--- src/rtl/c8ie_pkg.sv ---
// c8ie_pkg: shared types, codes and helpers for the chip-8 execute block
// no dependencies

package c8ie_pkg;

    localparam int STACK_DEPTH_DEF = 16;
    localparam logic [11:0] START_ADDR_RST = 12'h200;

    typedef enum logic [2:0] {
        K_STATUS = 3'd0, K_MEMWR = 3'd1, K_MEMRD = 3'd2, K_CLEAR = 3'd3,
        K_DRAW = 3'd4, K_DELAY = 3'd5, K_SOUND = 3'd6, K_WAITKEY = 3'd7
    } t_kind;

    typedef enum logic [2:0] {
        E_NONE = 3'd0, E_EMPTY = 3'd1, E_FULL = 3'd2, E_ADDR = 3'd3, E_OPC = 3'd4
    } t_err;

    typedef struct packed {
        logic        func;
        logic [15:0] instr;
        logic [15:0] key_pressed_map;
        logic [7:0]  random_byte;
        logic [7:0]  delay_value;
        logic [3:0]  wb_reg;
        logic [7:0]  wb_value;
    } t_in_item;

    typedef struct packed {
        logic [2:0]  request_kind;
        logic [11:0] mem_addr;
        logic [7:0]  mem_data;
        logic [3:0]  target_reg;
        logic [7:0]  draw_x;
        logic [7:0]  draw_y;
        logic [3:0]  draw_rows;
        logic [7:0]  timer_value;
        logic [11:0] next_pc;
        logic [2:0]  error_code;
        logic        last;
    } t_out_item;

    typedef enum logic [2:0] {
        S_IDLE, S_EXEC, S_EMIT, S_BLOCK, S_STATUS, S_WAIT
    } t_state;

    // controller -> datapath
    typedef struct packed {
        logic load;     // capture input item
        logic exec;     // decode and commit
        logic emit;     // put request into output register
        logic step;     // next block-transfer element
        logic status;   // put status into output register
    } t_cmd;

    // datapath -> controller
    typedef struct packed {
        logic is_wb;
        logic has_req;
        logic is_block;
        logic block_done;
        logic out_full;
    } t_stat;

    // bcd digits of a byte via small reciprocal multiplies
    function automatic logic [11:0] bcd8(input logic [7:0] v);
        logic [15:0] q100, q10;
        logic [3:0]  h, t, o;
        logic [7:0]  rem;
        q100 = 16'(v) * 16'd41;        // /100 for v<256
        h    = 4'(q100 >> 12);
        rem  = v - (8'(h) * 8'd100);
        q10  = 16'(rem) * 16'd205;     // /10 for rem<100
        t    = 4'(q10 >> 11);
        o    = 4'(rem - (8'(t) * 8'd10));
        return {h, t, o};
    endfunction

endpackage

--- src/rtl/c8ie_ctrl.sv ---
// c8ie_ctrl: sequencing state machine for the chip-8 execute block
// depends on c8ie_pkg

module c8ie_ctrl import c8ie_pkg::*; (
    input  logic   i_clk,
    input  logic   i_rst_n,
    input  logic   i_valid,
    output logic   o_ready,
    input  logic   i_out_ready,
    input  t_stat  i_stat,
    output t_cmd   o_cmd
);
    t_state r_state, n_state;
    logic   can_put;

    assign can_put = !i_stat.out_full || i_out_ready;

    always_ff @(posedge i_clk) begin
        if (!i_rst_n) r_state <= S_IDLE;
        else          r_state <= n_state;
    end

    always_comb begin
        n_state = r_state;
        o_cmd   = '0;
        o_ready = 1'b0;
        unique case (r_state)
            S_IDLE: begin
                o_ready = 1'b1;
                if (i_valid) begin
                    o_cmd.load = 1'b1;
                    n_state = S_EXEC;
                end
            end
            S_EXEC: begin
                if (i_stat.is_wb) begin
                    o_cmd.exec = 1'b1;
                    n_state = S_IDLE;
                end else if (i_stat.is_block) begin
                    n_state = S_BLOCK;
                end else if (i_stat.has_req) begin
                    n_state = S_EMIT;
                end else begin
                    n_state = S_STATUS;
                end
            end
            S_EMIT: begin
                if (can_put) begin
                    o_cmd.emit = 1'b1;
                    n_state = S_STATUS;
                end
            end
            S_BLOCK: begin
                if (can_put) begin
                    o_cmd.emit = 1'b1;
                    o_cmd.step = 1'b1;
                    if (i_stat.block_done) n_state = S_STATUS;
                end
            end
            S_STATUS: begin
                if (can_put) begin
                    o_cmd.exec   = 1'b1;
                    o_cmd.status = 1'b1;
                    n_state = S_IDLE;
                end
            end
            default: n_state = S_IDLE;
        endcase
    end

    // an item is taken only when idle
    assert property (@(posedge i_clk) disable iff (!i_rst_n)
        o_cmd.load |-> r_state == S_IDLE)
        else $error("load outside idle");
    // status only when output can take it
    assert property (@(posedge i_clk) disable iff (!i_rst_n)
        o_cmd.status |-> can_put)
        else $error("status overruns output");
    // no emit and status together
    assert property (@(posedge i_clk) disable iff (!i_rst_n)
        !(o_cmd.emit && o_cmd.status))
        else $error("emit and status in one cycle");
endmodule

--- src/rtl/c8ie_dp.sv ---
// c8ie_dp: registers, return stack, decode and output register
// depends on c8ie_pkg

module c8ie_dp import c8ie_pkg::*; #(
    parameter int STACK_DEPTH = STACK_DEPTH_DEF
) (
    input  logic        i_clk,
    input  logic        i_rst_n,
    input  logic        i_cfg_we,
    input  logic [11:0] i_cfg_data,
    input  t_in_item    i_item,
    input  t_cmd        i_cmd,
    output t_stat       o_stat,
    output logic        o_valid,
    input  logic        i_out_ready,
    output t_out_item   o_item
);
    localparam int SPW = $clog2(STACK_DEPTH + 1);
    localparam int SAW = (STACK_DEPTH > 1) ? $clog2(STACK_DEPTH) : 1;

    t_in_item    r_in;
    logic [7:0]  r_v [16];
    logic [11:0] r_i, r_pc, r_sa;
    logic [SPW-1:0] r_sp;
    logic [11:0] r_stk [STACK_DEPTH];
    logic [11:0] r_top;
    logic [3:0]  r_k;
    t_out_item   r_out;
    logic        r_ov;

    logic [3:0]  x, y, n;
    logic [7:0]  kk, vx, vy;
    logic [11:0] nnn, pc2, pc4, npc;
    logic [12:0] bsum;
    t_err        err;
    t_out_item   req;
    t_out_item   st;
    logic        has_req, is_block, push, pop, full, empty;
    logic        wr_x, wr_f;
    logic [7:0]  val_x, val_f;
    logic [11:0] n_i;
    logic        wr_i;
    logic [11:0] bcd;
    logic [8:0]  sum9;
    logic        down;

    assign x = r_in.instr[11:8];
    assign y = r_in.instr[7:4];
    assign n = r_in.instr[3:0];
    assign kk = r_in.instr[7:0];
    assign nnn = r_in.instr[11:0];
    assign vx = r_v[x];
    assign vy = r_v[y];
    assign pc2 = r_pc + 12'd2;
    assign pc4 = r_pc + 12'd4;
    assign full = r_sp >= SPW'(STACK_DEPTH);
    assign empty = r_sp == '0;
    assign bsum = {1'b0, nnn} + {5'd0, r_v[0]};
    assign bcd = bcd8(vx);
    assign sum9 = {1'b0, vx} + {1'b0, vy};
    assign down = (vx[7:4] == 4'd0) && r_in.key_pressed_map[vx[3:0]];

    always_comb begin
        err = E_NONE; npc = pc2; req = '0; has_req = 1'b0; is_block = 1'b0;
        push = 1'b0; pop = 1'b0; wr_x = 1'b0; wr_f = 1'b0; val_x = '0; val_f = '0;
        wr_i = 1'b0; n_i = r_i;
        unique case (r_in.instr[15:12])
            4'h0: begin
                if (r_in.instr == 16'h00E0) begin
                    has_req = 1'b1; req.request_kind = K_CLEAR;
                end else if (r_in.instr == 16'h00EE) begin
                    if (empty) err = E_EMPTY;
                    else begin pop = 1'b1; npc = r_top; end
                end else if (full) err = E_FULL;
                else begin push = 1'b1; npc = nnn; end
            end
            4'h1: npc = nnn;
            4'h2: begin
                if (full) err = E_FULL;
                else begin push = 1'b1; npc = nnn; end
            end
            4'h3: if (vx == kk) npc = pc4;
            4'h4: if (vx != kk) npc = pc4;
            4'h5: begin
                if (n != 4'd0) err = E_OPC;
                else if (vx == vy) npc = pc4;
            end
            4'h6: begin wr_x = 1'b1; val_x = kk; end
            4'h7: begin wr_x = 1'b1; val_x = vx + kk; end
            4'h8: begin
                case (n)
                    4'h0: begin wr_x = 1'b1; val_x = vy; end
                    4'h1: begin wr_x = 1'b1; val_x = vx | vy; end
                    4'h2: begin wr_x = 1'b1; val_x = vx & vy; end
                    4'h3: begin wr_x = 1'b1; val_x = vx ^ vy; end
                    4'h4: begin
                        wr_x = 1'b1; val_x = sum9[7:0]; wr_f = 1'b1; val_f = {7'd0, sum9[8]};
                    end
                    4'h5: begin
                        wr_x = 1'b1; val_x = vx - vy; wr_f = 1'b1; val_f = {7'd0, vx >= vy};
                    end
                    4'h6: begin
                        wr_x = 1'b1; val_x = {1'b0, vx[7:1]}; wr_f = 1'b1; val_f = {7'd0, vx[0]};
                    end
                    4'h7: begin
                        wr_x = 1'b1; val_x = vy - vx; wr_f = 1'b1; val_f = {7'd0, vy >= vx};
                    end
                    4'hE: begin
                        wr_x = 1'b1; val_x = {vx[6:0], 1'b0}; wr_f = 1'b1; val_f = {7'd0, vx[7]};
                    end
                    default: err = E_OPC;
                endcase
            end
            4'h9: begin
                if (n != 4'd0) err = E_OPC;
                else if (vx != vy) npc = pc4;
            end
            4'hA: begin wr_i = 1'b1; n_i = nnn; end
            4'hB: begin
                if (bsum[12]) err = E_ADDR;
                else npc = bsum[11:0];
            end
            4'hC: begin wr_x = 1'b1; val_x = r_in.random_byte & kk; end
            4'hD: begin
                has_req = 1'b1; req.request_kind = K_DRAW; req.mem_addr = r_i;
                req.target_reg = 4'd15; req.draw_x = vx; req.draw_y = vy; req.draw_rows = n;
            end
            4'hE: begin
                if (kk == 8'h9E) begin
                    if (down) npc = pc4;
                end else if (kk == 8'hA1) begin
                    if (!down) npc = pc4;
                end else err = E_OPC;
            end
            default: begin
                case (kk)
                    8'h07: begin wr_x = 1'b1; val_x = r_in.delay_value; end
                    8'h0A: begin
                        has_req = 1'b1; req.request_kind = K_WAITKEY; req.target_reg = x;
                    end
                    8'h15: begin
                        has_req = 1'b1; req.request_kind = K_DELAY; req.timer_value = vx;
                    end
                    8'h18: begin
                        has_req = 1'b1; req.request_kind = K_SOUND; req.timer_value = vx;
                    end
                    8'h1E: begin wr_i = 1'b1; n_i = r_i + {4'd0, vx}; end
                    8'h29: begin wr_i = 1'b1; n_i = {2'd0, vx, 2'd0} + {4'd0, vx}; end
                    8'h33, 8'h55, 8'h65: is_block = 1'b1;
                    default: err = E_OPC;
                endcase
            end
        endcase
        // block transfer element k
        if (is_block) begin
            req.mem_addr = r_i + {8'd0, r_k};
            if (kk == 8'h65) begin
                req.request_kind = K_MEMRD; req.target_reg = r_k;
            end else begin
                req.request_kind = K_MEMWR;
                if (kk == 8'h33) req.mem_data = (r_k == 4'd0) ? {4'd0, bcd[11:8]} :
                                                (r_k == 4'd1) ? {4'd0, bcd[7:4]} :
                                                                {4'd0, bcd[3:0]};
                else req.mem_data = r_v[r_k];
            end
        end
        if (err != E_NONE) npc = r_pc;
    end

    // status item closing an instruction
    always_comb begin
        st = '0;
        st.request_kind = K_STATUS;
        st.next_pc = npc;
        st.error_code = err;
        st.last = 1'b1;
    end

    assign o_stat.is_wb = r_in.func;
    assign o_stat.has_req = has_req;
    assign o_stat.is_block = is_block;
    assign o_stat.block_done = (kk == 8'h33) ? (r_k == 4'd2) : (r_k == x);
    assign o_stat.out_full = r_ov;

    always_ff @(posedge i_clk) begin
        if (i_cmd.load) r_in <= i_item;
        if (i_cmd.load) r_k <= '0;
        else if (i_cmd.step) r_k <= r_k + 4'd1;
        // return stack top kept one read ahead of a pop
        r_top <= (r_sp == '0) ? '0 : r_stk[SAW'(r_sp - SPW'(1))];
        if (i_cmd.exec && !r_in.func && push) r_stk[SAW'(r_sp)] <= pc2;
    end

    always_ff @(posedge i_clk) begin
        if (!i_rst_n) begin
            for (int j = 0; j < 16; j++) r_v[j] <= '0;
            r_i <= '0; r_sa <= START_ADDR_RST; r_pc <= START_ADDR_RST; r_sp <= '0;
        end else if (i_cfg_we) begin
            r_sa <= i_cfg_data; r_pc <= i_cfg_data;
        end else if (i_cmd.exec) begin
            if (r_in.func) r_v[r_in.wb_reg] <= r_in.wb_value;
            else begin
                if (err == E_NONE) begin
                    // vf flag wins when x is vf
                    if (wr_x && !(wr_f && x == 4'd15)) r_v[x] <= val_x;
                    if (wr_f) r_v[15] <= val_f;
                    if (wr_i) r_i <= n_i;
                    if (push) r_sp <= r_sp + SPW'(1);
                    if (pop)  r_sp <= r_sp - SPW'(1);
                end
                r_pc <= npc;
            end
        end
    end

    always_ff @(posedge i_clk) begin
        if (!i_rst_n) r_ov <= 1'b0;
        else if (i_cmd.emit || i_cmd.status) r_ov <= 1'b1;
        else if (i_out_ready) r_ov <= 1'b0;
    end

    always_ff @(posedge i_clk) begin
        if (i_cmd.emit) r_out <= req;
        else if (i_cmd.status) r_out <= st;
    end

    assign o_valid = r_ov;
    assign o_item = r_out;

    // stack pointer never passes its depth
    assert property (@(posedge i_clk) disable iff (!i_rst_n)
        r_sp <= SPW'(STACK_DEPTH))
        else $error("stack pointer overflow");
    // an error never moves the pc
    assert property (@(posedge i_clk) disable iff (!i_rst_n)
        (i_cmd.exec && !r_in.func && err != E_NONE && !i_cfg_we) |=> $stable(r_pc))
        else $error("pc moved on error");
    // output register is loaded only when free or drained
    assert property (@(posedge i_clk) disable iff (!i_rst_n)
        (i_cmd.emit || i_cmd.status) |-> (!r_ov || i_out_ready))
        else $error("output overwrite");
    // sa tracked for completeness
    assert property (@(posedge i_clk) disable iff (!i_rst_n)
        i_cfg_we |=> r_sa == $past(i_cfg_data))
        else $error("start address not taken");
endmodule

--- src/rtl/chip8_instruction_execute_top.sv ---
// chip8_instruction_execute_top: top level of the chip-8 execute block
// depends on c8ie_pkg, c8ie_ctrl, c8ie_dp

// One input item is taken at a time. An execute item runs one instruction and
// emits its requests then a status item (last=1) with next pc and error code;
// a write-back item (func=1) writes one register and emits nothing. The
// sequencer puts one item per cycle into the single output register while the
// output side can take it, and an output stall holds it. Configuration writes
// reload the program counter; they are allowed while idle only, a rule on the
// user that the block itself does not enforce.
module chip8_instruction_execute_top import c8ie_pkg::*; #(
    parameter int STACK_DEPTH = STACK_DEPTH_DEF
) (
    input  logic        i_clk,
    input  logic        i_rst_n,
    input  logic        i_cfg_we,
    input  logic [11:0] i_cfg_data,
    input  logic        i_valid,
    output logic        o_ready,
    input  t_in_item    i_item,
    output logic        o_valid,
    input  logic        i_ready,
    output t_out_item   o_item
);
    t_cmd  cmd;
    t_stat stat;

    // sequencer
    c8ie_ctrl u_ctrl (
        .i_clk(i_clk), .i_rst_n(i_rst_n), .i_valid(i_valid), .o_ready(o_ready),
        .i_out_ready(i_ready), .i_stat(stat), .o_cmd(cmd)
    );

    // registers, stack, decode, output register
    c8ie_dp #(.STACK_DEPTH(STACK_DEPTH)) u_dp (
        .i_clk(i_clk), .i_rst_n(i_rst_n), .i_cfg_we(i_cfg_we), .i_cfg_data(i_cfg_data),
        .i_item(i_item), .i_cmd(cmd), .o_stat(stat), .o_valid(o_valid),
        .i_out_ready(i_ready), .o_item(o_item)
    );
endmodule
--- config.mk ---
export PLATFORM = sky130hd
export DESIGN_NAME = chip8_instruction_execute_top
export DESIGN_NICKNAME = d
export VERILOG_FILES = /design/src/rtl/c8ie_pkg.sv /design/src/rtl/c8ie_ctrl.sv /design/src/rtl/c8ie_dp.sv /design/src/rtl/chip8_instruction_execute_top.sv
export SDC_FILE = /design/constraint.sdc
export NUM_CORES = 1
export LEC_CHECK = 0
export ABC_AREA = 1
export BUFFER_PORTS_ARGS = -buffer_cell sky130_fd_sc_hd__buf_4
export CAP_MARGIN = 40
export CORE_AREA = 10 10 337 274
export CTS_BUF_LIST = sky130_fd_sc_hd__clkbuf_8
export CTS_CLUSTER_SIZE = 20
export DETAILED_ROUTE_END_ITERATION = 6
export DIE_AREA = 0 0 347 284
export PLACE_DENSITY_LB_ADDON = 0.25
export SETUP_SLACK_MARGIN = 0.4
export SLEW_MARGIN = 15
export SYNTH_ARGS = -nofsm -noshare
export SYNTH_HDL_FRONTEND = slang
export SYNTH_HIERARCHICAL = 1
export SYNTH_SLANG_ARGS = --single-unit
--- constraint.sdc ---
create_clock -name i_clk -period 10.54 [get_ports i_clk]
set_input_delay 0.527 -clock i_clk [delete_from_list [all_inputs] [get_ports i_clk]]
set_output_delay 0.527 -clock i_clk [all_outputs]
set_load 0.02 [all_outputs]
==> impl_results.md, run 1 <==
* Rows at 96
* Tcrit/Tclk final at roughly nine tenths
* Horiz. Die Dim at ~350 µm
* CP Data Required Time at around 11 ns
* Slowest cell on the critical path: fa_1
* #FFs+latches synth at ~510
* Max Clk Rate at roughly 110 MHz
* Crit end category: register
* Die area at approximately 100,000 µm²
* Post-Syn Area at 30,400 µm²
* Wirelength per Cell at 23.2 µm
* Total Nets Final at 3,950
* Syn_area_per_cell at 8.75 µm²
* Clk pin slew, worst setup/hold paths at 0.06 ns
* Synth Flop Type: edfxtp_1
* Worst-skew pair later-pin latency at 0.76 ns
* FFs w/ async S/R, synth at 0%
* EDFF count, synth at between 400 and 500
* Initial core utilization at approximately 36%
* Clock buffer depth at 3
* DRC viols at 0
* Final Hold Fails at 0
* DRT Wirelength at around 110,000 µm
* Clock Sinks at just over 500
* Hold WS at 0.122 ns
* Ratio of cells with drive above 1 in the final layout at 12.7%
* Post-route ant nets at 0
* Slew Viols, Final at 0
* Die Y-Extent at 284 µm
* Minimum clock period at 9.42 ns
* Via count at around 27,000
* Initial antenna violation count at 9
* IO Port Bufs at 150
* Least-Margin Pin Slew at around 0.9 ns
* Htree depth at 3
* Crit path largest cell delay at between 0.5 and 0.6 ns
* Crit path top cell by count: nand2_1
* Tot GR Track Use at 22.2%
* Synth top area cells: edfxtp_1 (43%), o21ai_0 (6.1%), nand2_1 (6.1%)
* Largest net degree at the start of global routing at 91
* Dpl hpwl at 83,700 µm
* Syn_nets at around 3,700
* Number of global-route vias before repair at approximately 25,000
* Post-synth top area share at about 43%
* Most frequent cell after synthesis: nand2_1
* Initial DRC Count at approximately 3,400
* First-pass GRT wire length at ~170,000 µm
* Post-synth top area cell: edfxtp_1
* Placer Congestion at roughly 0.99
* HP Class: input pin to register
* Final core occ at 41.6%
* Slew HR at between 30% and 40%
* # setup viols final at 0
* Fill cells at roughly 8,500
* RSZ-0062 raised after global routing: no
* Max_cap viols at 0
* CP max FO at 39
* Worst setup SP type: register
* CTS buffer count at 90
* Critical Path AT at between 9 and 10 ns
* Core ar. at between 80,000 and 90,000 µm²
* Grt total ovfl at 0
* Gate Count Post-Synth at ~3,500
* Setup TNS at 0 ns
* Seq/Total Area, Yosys at just under 50%
* Yosys cell types at 70
* Skew final at 0.0621 ns
* Synth warn at 6
* Outcome: finished clean
* Synth top cells by count: nand2_1 (491), nor2_1 (476), edfxtp_1 (436)
* Ports at 151
* CTS root buffer: clkbuf_8
* Via-to-Cell Ratio at around 5.5
* Crit Path Category: register to register
* CTS tree: built
* Drt pass-1 iters at 6
* Layout area overhead at 16.5%
## cell usage in the layout (no fill, tap or decap), types with 8 or more instances in the layout
master and count:
buf_4 215, fa_1 24, inv_1 353, o21ai_0 368, a31oi_1 8, a211oi_1 27, nor2_2 16, o21bai_1 9
a221oi_1 10, nand2_1 490, xor2_1 45, dfxtp_1 71, o221ai_1 47, edfxtp_1 436, o21ai_2 12, inv_2 31
a21oi_1 274, nand3_1 143, o22ai_1 47, o21ai_1 40, nor4_1 8, nor3_1 31, nor2_4 8, clkinv_2 11
clkbuf_8 98, nand2_2 15, nor2_1 475, nand4_1 19, clkinv_1 21, o211ai_1 78, dlygate4sd3_1 62, ha_1 136
o2111ai_1 16, or2_2 9
## logic make-up (layout without fill, tap and decap cells)
group	count (synthesis)	count (layout)	share of synthesized area [%]
flops	513	513	48.1
other cells	0	2	0
simple gates	1237	1237	17.1
xor+xnor	52	52	1.52
fa+ha+maj	161	161	7.21
buf+inv	526	826	6.93
compound gates	989	989	19.1
## per-layer routing
| metal | global-route usage (%) | routed length [µm] | vias to the layer above |
|---|---|---|---|
| li1 | - | - | 12700 |
| met1 | 33.4 | 52900 | 12900 |
| met2 | 29.1 | 43700 | 1390 |
| met3 | 7.39 | 14200 | 185 |
| met4 | 6.94 | 3300 | 6 |
| met5 | 0 | 47 | - |
## state kept, by name, indices dropped and copies added (netlist names), named ones only
name            flops
u_dp/r_sp           5
u_dp/o_valid        1
u_dp/o_stat         1
u_dp/nnn            4
u_ctrl/r_state      3
u_dp/r_v          128
u_dp/r_i           12
u_dp/o_item        71
u_dp/r_top         12
u_dp/r_k            4
u_dp/kk             8
u_dp/r_in          48
u_dp/r_stk        192
u_dp/r_pc          12
## critical path, delay by kind of cell (launching register included)
family | cells | cell delay [ns]
DFF | 1 | 0.39
adders and majority gates | 12 | 4.44
buffers and inverters | 9 | 0.76
and+or+nand+nor | 20 | 1.83
xor gates and xnor gates | 3 | 0.56
AOI/OAI and AO/OA | 6 | 1.17
## per-stage QoR
| stage | std cells | cell area, µm² | setup slack, ns |
|---|---|---|---|
| after floorplan | 3478 | 30400 | 1.79 |
| after global placement | 4661 | 32800 | 1.22 |
| after detailed placement | 4682 | 33000 | 1.09 |
| after CTS | 4903 | 35400 | 1.07 |
| after global routing | 4907 | 35500 | 0.431 |
| final | 4907 | 35500 | 1.12 |
## repair_timing
action	4_1_cts	5_1_grt
setup buffers	0	0
hold endpoints to repair	62	0
setup endpoints to repair	0	1
gates resized for setup	0	11
hold buffers	62	0
## worst paths after layout
| check | startpoint | end | slack [ns] | cells after the start |
|---|---|---|---|---|
| worst max register to register | register | u_dp/o_item[51] | 1.12 | 50 |
| worst min register to register | u_dp/o_item[9] | u_dp/o_item[9] | 0.46 | 2 |
| worst max-delay path | register | u_dp/o_item[51] | 1.12 | 50 |
| worst min-delay path | i_ready | u_dp/o_valid | 0.12 | 4 |
## final cells by class
| class | instances | area [µm²] | area share [%] |
|---|---|---|---|
| diodes | 2 | 5.00 | 0.0141 |
| clock buffers | 98 | 1350 | 3.80 |
| clock inverters | 61 | 437 | 1.23 |
| inverters | 370 | 1390 | 3.93 |
| multi-input cells | 2439 | 13700 | 38.7 |
| flip-flops and latches | 513 | 14600 | 41.3 |
| well taps | 1127 | 1410 | 3.98 |
| repair buffers | 297 | 2490 | 7.02 |
Power of run 1 is not shown: default switching activity piles up to over one toggle a cycle in this logic, so the estimate is an artifact.
==> inputs of run 2 (changes only) <==
--- a/config.mk
+++ b/config.mk
@@ -16,5 +16,5 @@
 export PLACE_DENSITY_LB_ADDON = 0.25
 export SETUP_SLACK_MARGIN = 0.4
-export SLEW_MARGIN = 15
+export SLEW_MARGIN = 20
 export SYNTH_ARGS = -nofsm -noshare
 export SYNTH_HDL_FRONTEND = slang
==> constraint.sdc (replaced) <==
create_clock -name i_clk -period 10.54 [get_ports i_clk]
set_input_delay 0.527 -clock i_clk [delete_from_list [all_inputs] [get_ports i_clk]]
set_output_delay 0.527 -clock i_clk [all_outputs]
set_load 0.05 [all_outputs]
==> impl_results.md, run 2 (synthesis gave the netlist of run 1 again) <==
* Skew final at 0.0681 ns (was 0.0621 ns)
* Most common cell after layout, fill and taps aside: nand2_1 (unchanged)
* CP Data Required Time at 11.00 ns (was 11.01 ns)
* Tcrit/Tclk final at 89.5% (was 89.4%)
* CTS tree: built (unchanged)
* Critical Path AT at 9.89 ns (about the same)
* Crit path top cell by count: nand2_1 (unchanged)
* HP Class: input pin to register (unchanged)
* Wirelength per Cell at 23.2 µm (about the same)
* WHS Path Cells at 1 (was 4)
* Max Clk Rate at 106 MHz (about the same)
* Max_cap viols at 0 (unchanged)
* Crit Path Category: register to register (unchanged)
* Crit path largest cell delay at 0.52 ns (about the same)
* Via count at 27,300 (was 27,200)
* Grt total ovfl at 0 (unchanged)
* Total Nets Final at 3,943 (was 3,950)
* Drt pass-1 iters at 6 (unchanged)
* Placer Congestion at 0.992 (unchanged)
* FF-to-FF path depth at 50 (unchanged)
* DRC viols at 0 (unchanged)
* Dpl hpwl at 83,600 µm (was 83,700 µm)
* Top reg by flops: u_dp/r_stk (unchanged)
* Clock buffer depth at 3 (unchanged)
* Layout area overhead at 16.5% (about the same)
* Crit path depth at 50 (unchanged)
* Hold WS at 0.0670 ns (was 0.122 ns)
* Clock Sinks at 513 (unchanged)
* Area of the multi-input gates at 13,700 µm² (about the same)
* DRT Wirelength at 114,000 µm (about the same)
* Horiz. Die Dim at 347 µm (unchanged)
* Number of global-route vias before repair at 25,000 (was 25,100)
* Post-route ant nets at 0 (unchanged)
* Initial DRC Count at 3,609 (was 3,438)
* IO Port Bufs at 150 (unchanged)
* Htree depth at 3 (unchanged)
* Die area at 98,500 µm² (unchanged)
* Ports at 151 (unchanged)
* Core ar. at 85,300 µm² (unchanged)
* Rows at 96 (unchanged)
* Slowest cell on the critical path: fa_1 (unchanged)
* Slew HR at 40.4% (was 39.1%)
* Max reg flops at 192 (unchanged)
* Crit path buf inv count at 9 (unchanged)
* # setup viols final at 0 (unchanged)
* CTS buffer count at 88 (was 90)
* Slew Viols, Final at 0 (unchanged)
* Initial antenna violation count at 9 (unchanged)
* Outcome: finished clean (unchanged)
* Die Y-Extent at 284 µm (unchanged)
* Commonest non-fill, non-tap cells in the layout: nand2_1 (490), nor2_1 (472), edfxtp_1 (436), o21ai_0 (368), inv_1 (353) (was nand2_1 (490), nor2_1 (475), edfxtp_1 (436), o21ai_0 (368), inv_1 (353))
* First-pass GRT wire length at 166,000 µm (about the same)
* Pre-CTS setup slack at 1.10 ns (was 1.09 ns)
* Initial core utilization at 35.7% (unchanged)
* Sequential cell area at 14,600 µm² (about the same)
* Final Hold Fails at 0 (unchanged)
* Tot GR Track Use at 22.1% (was 22.2%)
* Fill cells at 8,530 (was 8,519)
* Delay-heaviest family, CP: adder cells (unchanged)
* Clk pin slew, worst setup/hold paths at 0.07 ns (was 0.06 ns)
* Via-to-Cell Ratio at 5.58 (was 5.54)
* Ratio of cells with drive above 1 in the final layout at 12.8% (was 12.7%)
* Worst-skew pair later-pin latency at 0.74 ns (was 0.76 ns)
* Crit end category: register (unchanged)
* RSZ-0062 raised after global routing: no (unchanged)
* Setup TNS at 0 ns (unchanged)
* Largest net degree at the start of global routing at 91 (unchanged)
* Final Worst Setup Slack at 1.10 ns (was 1.12 ns)
* Minimum clock period at 9.44 ns (was 9.42 ns)
* CP max FO at 41 (was 39)
* Worst setup SP type: register (unchanged)
* CTS root buffer: clkbuf_8 (unchanged)
* Least-Margin Pin Slew at 0.893 ns (was 0.904 ns)
==> run 2: cell types whose count changed in the layout (fill, tap and decap cells not counted), sizes merged <==
cell | before | now
clkinvlp | 0 | 1
diode | 2 | 3
dlygate4sd3 | 62 | 58
clkinv | 36 | 32
inv | 391 | 393
bufinv | 4 | 6
buf | 235 | 233
clkbuf | 98 | 97
==> run 2: worst paths after layout <==
kind	startpoint	end	slack, ns
setup / recovery	register	u_dp/o_item[51]	1.10
hold / removal	i_item[48]	u_dp/kk[4]	0.07
setup reg to reg	register	u_dp/o_item[51]	1.10
hold reg to reg	u_dp/o_item[9]	u_dp/o_item[9]	0.46
==> run 2: cell type report <==
class	instances	area share (%)
flip-flops and latches	513	41.3
multi-input cells	2439	38.8
repair buffers	292	6.94
well taps	1127	3.98
inverters	370	3.94
clock buffers	96	3.73
clock inverters	62	1.34
diodes	3	0.0212
==> run 2: metrics by stage <==
step / instance area, µm² / instances / utilization (%)
after global routing: 35500 / 4902 / 41.6
after detailed placement: 33000 / 4679 / 38.7
after floorplan: 30400 / 3478 / -
after global placement: 32800 / 4661 / 38.4
after CTS: 35400 / 4895 / 41.5
final: 35500 / 4902 / 41.6
==> run 2: metal layers <==
| layer | GRT usage (%) | routed length (µm) | vias up |
|---|---|---|---|
| met5 | 0 | 80 | - |
| met4 | 6.24 | 2920 | 8 |
| met3 | 6.49 | 14200 | 177 |
| met2 | 29.3 | 44000 | 1487 |
| met1 | 33.8 | 52700 | 13000 |
| li1 | - | - | 12700 |
==> run 2: repair_timing <==
action / CTS / global route
setup buffers: 0 / 0
gates resized for setup: 0 / 17
hold buffers: 58 / 0
endpoints found under the hold margin: 58 / 0
endpoints found under the setup margin: 0 / 1
Power of run 2 is left out for the same reason.
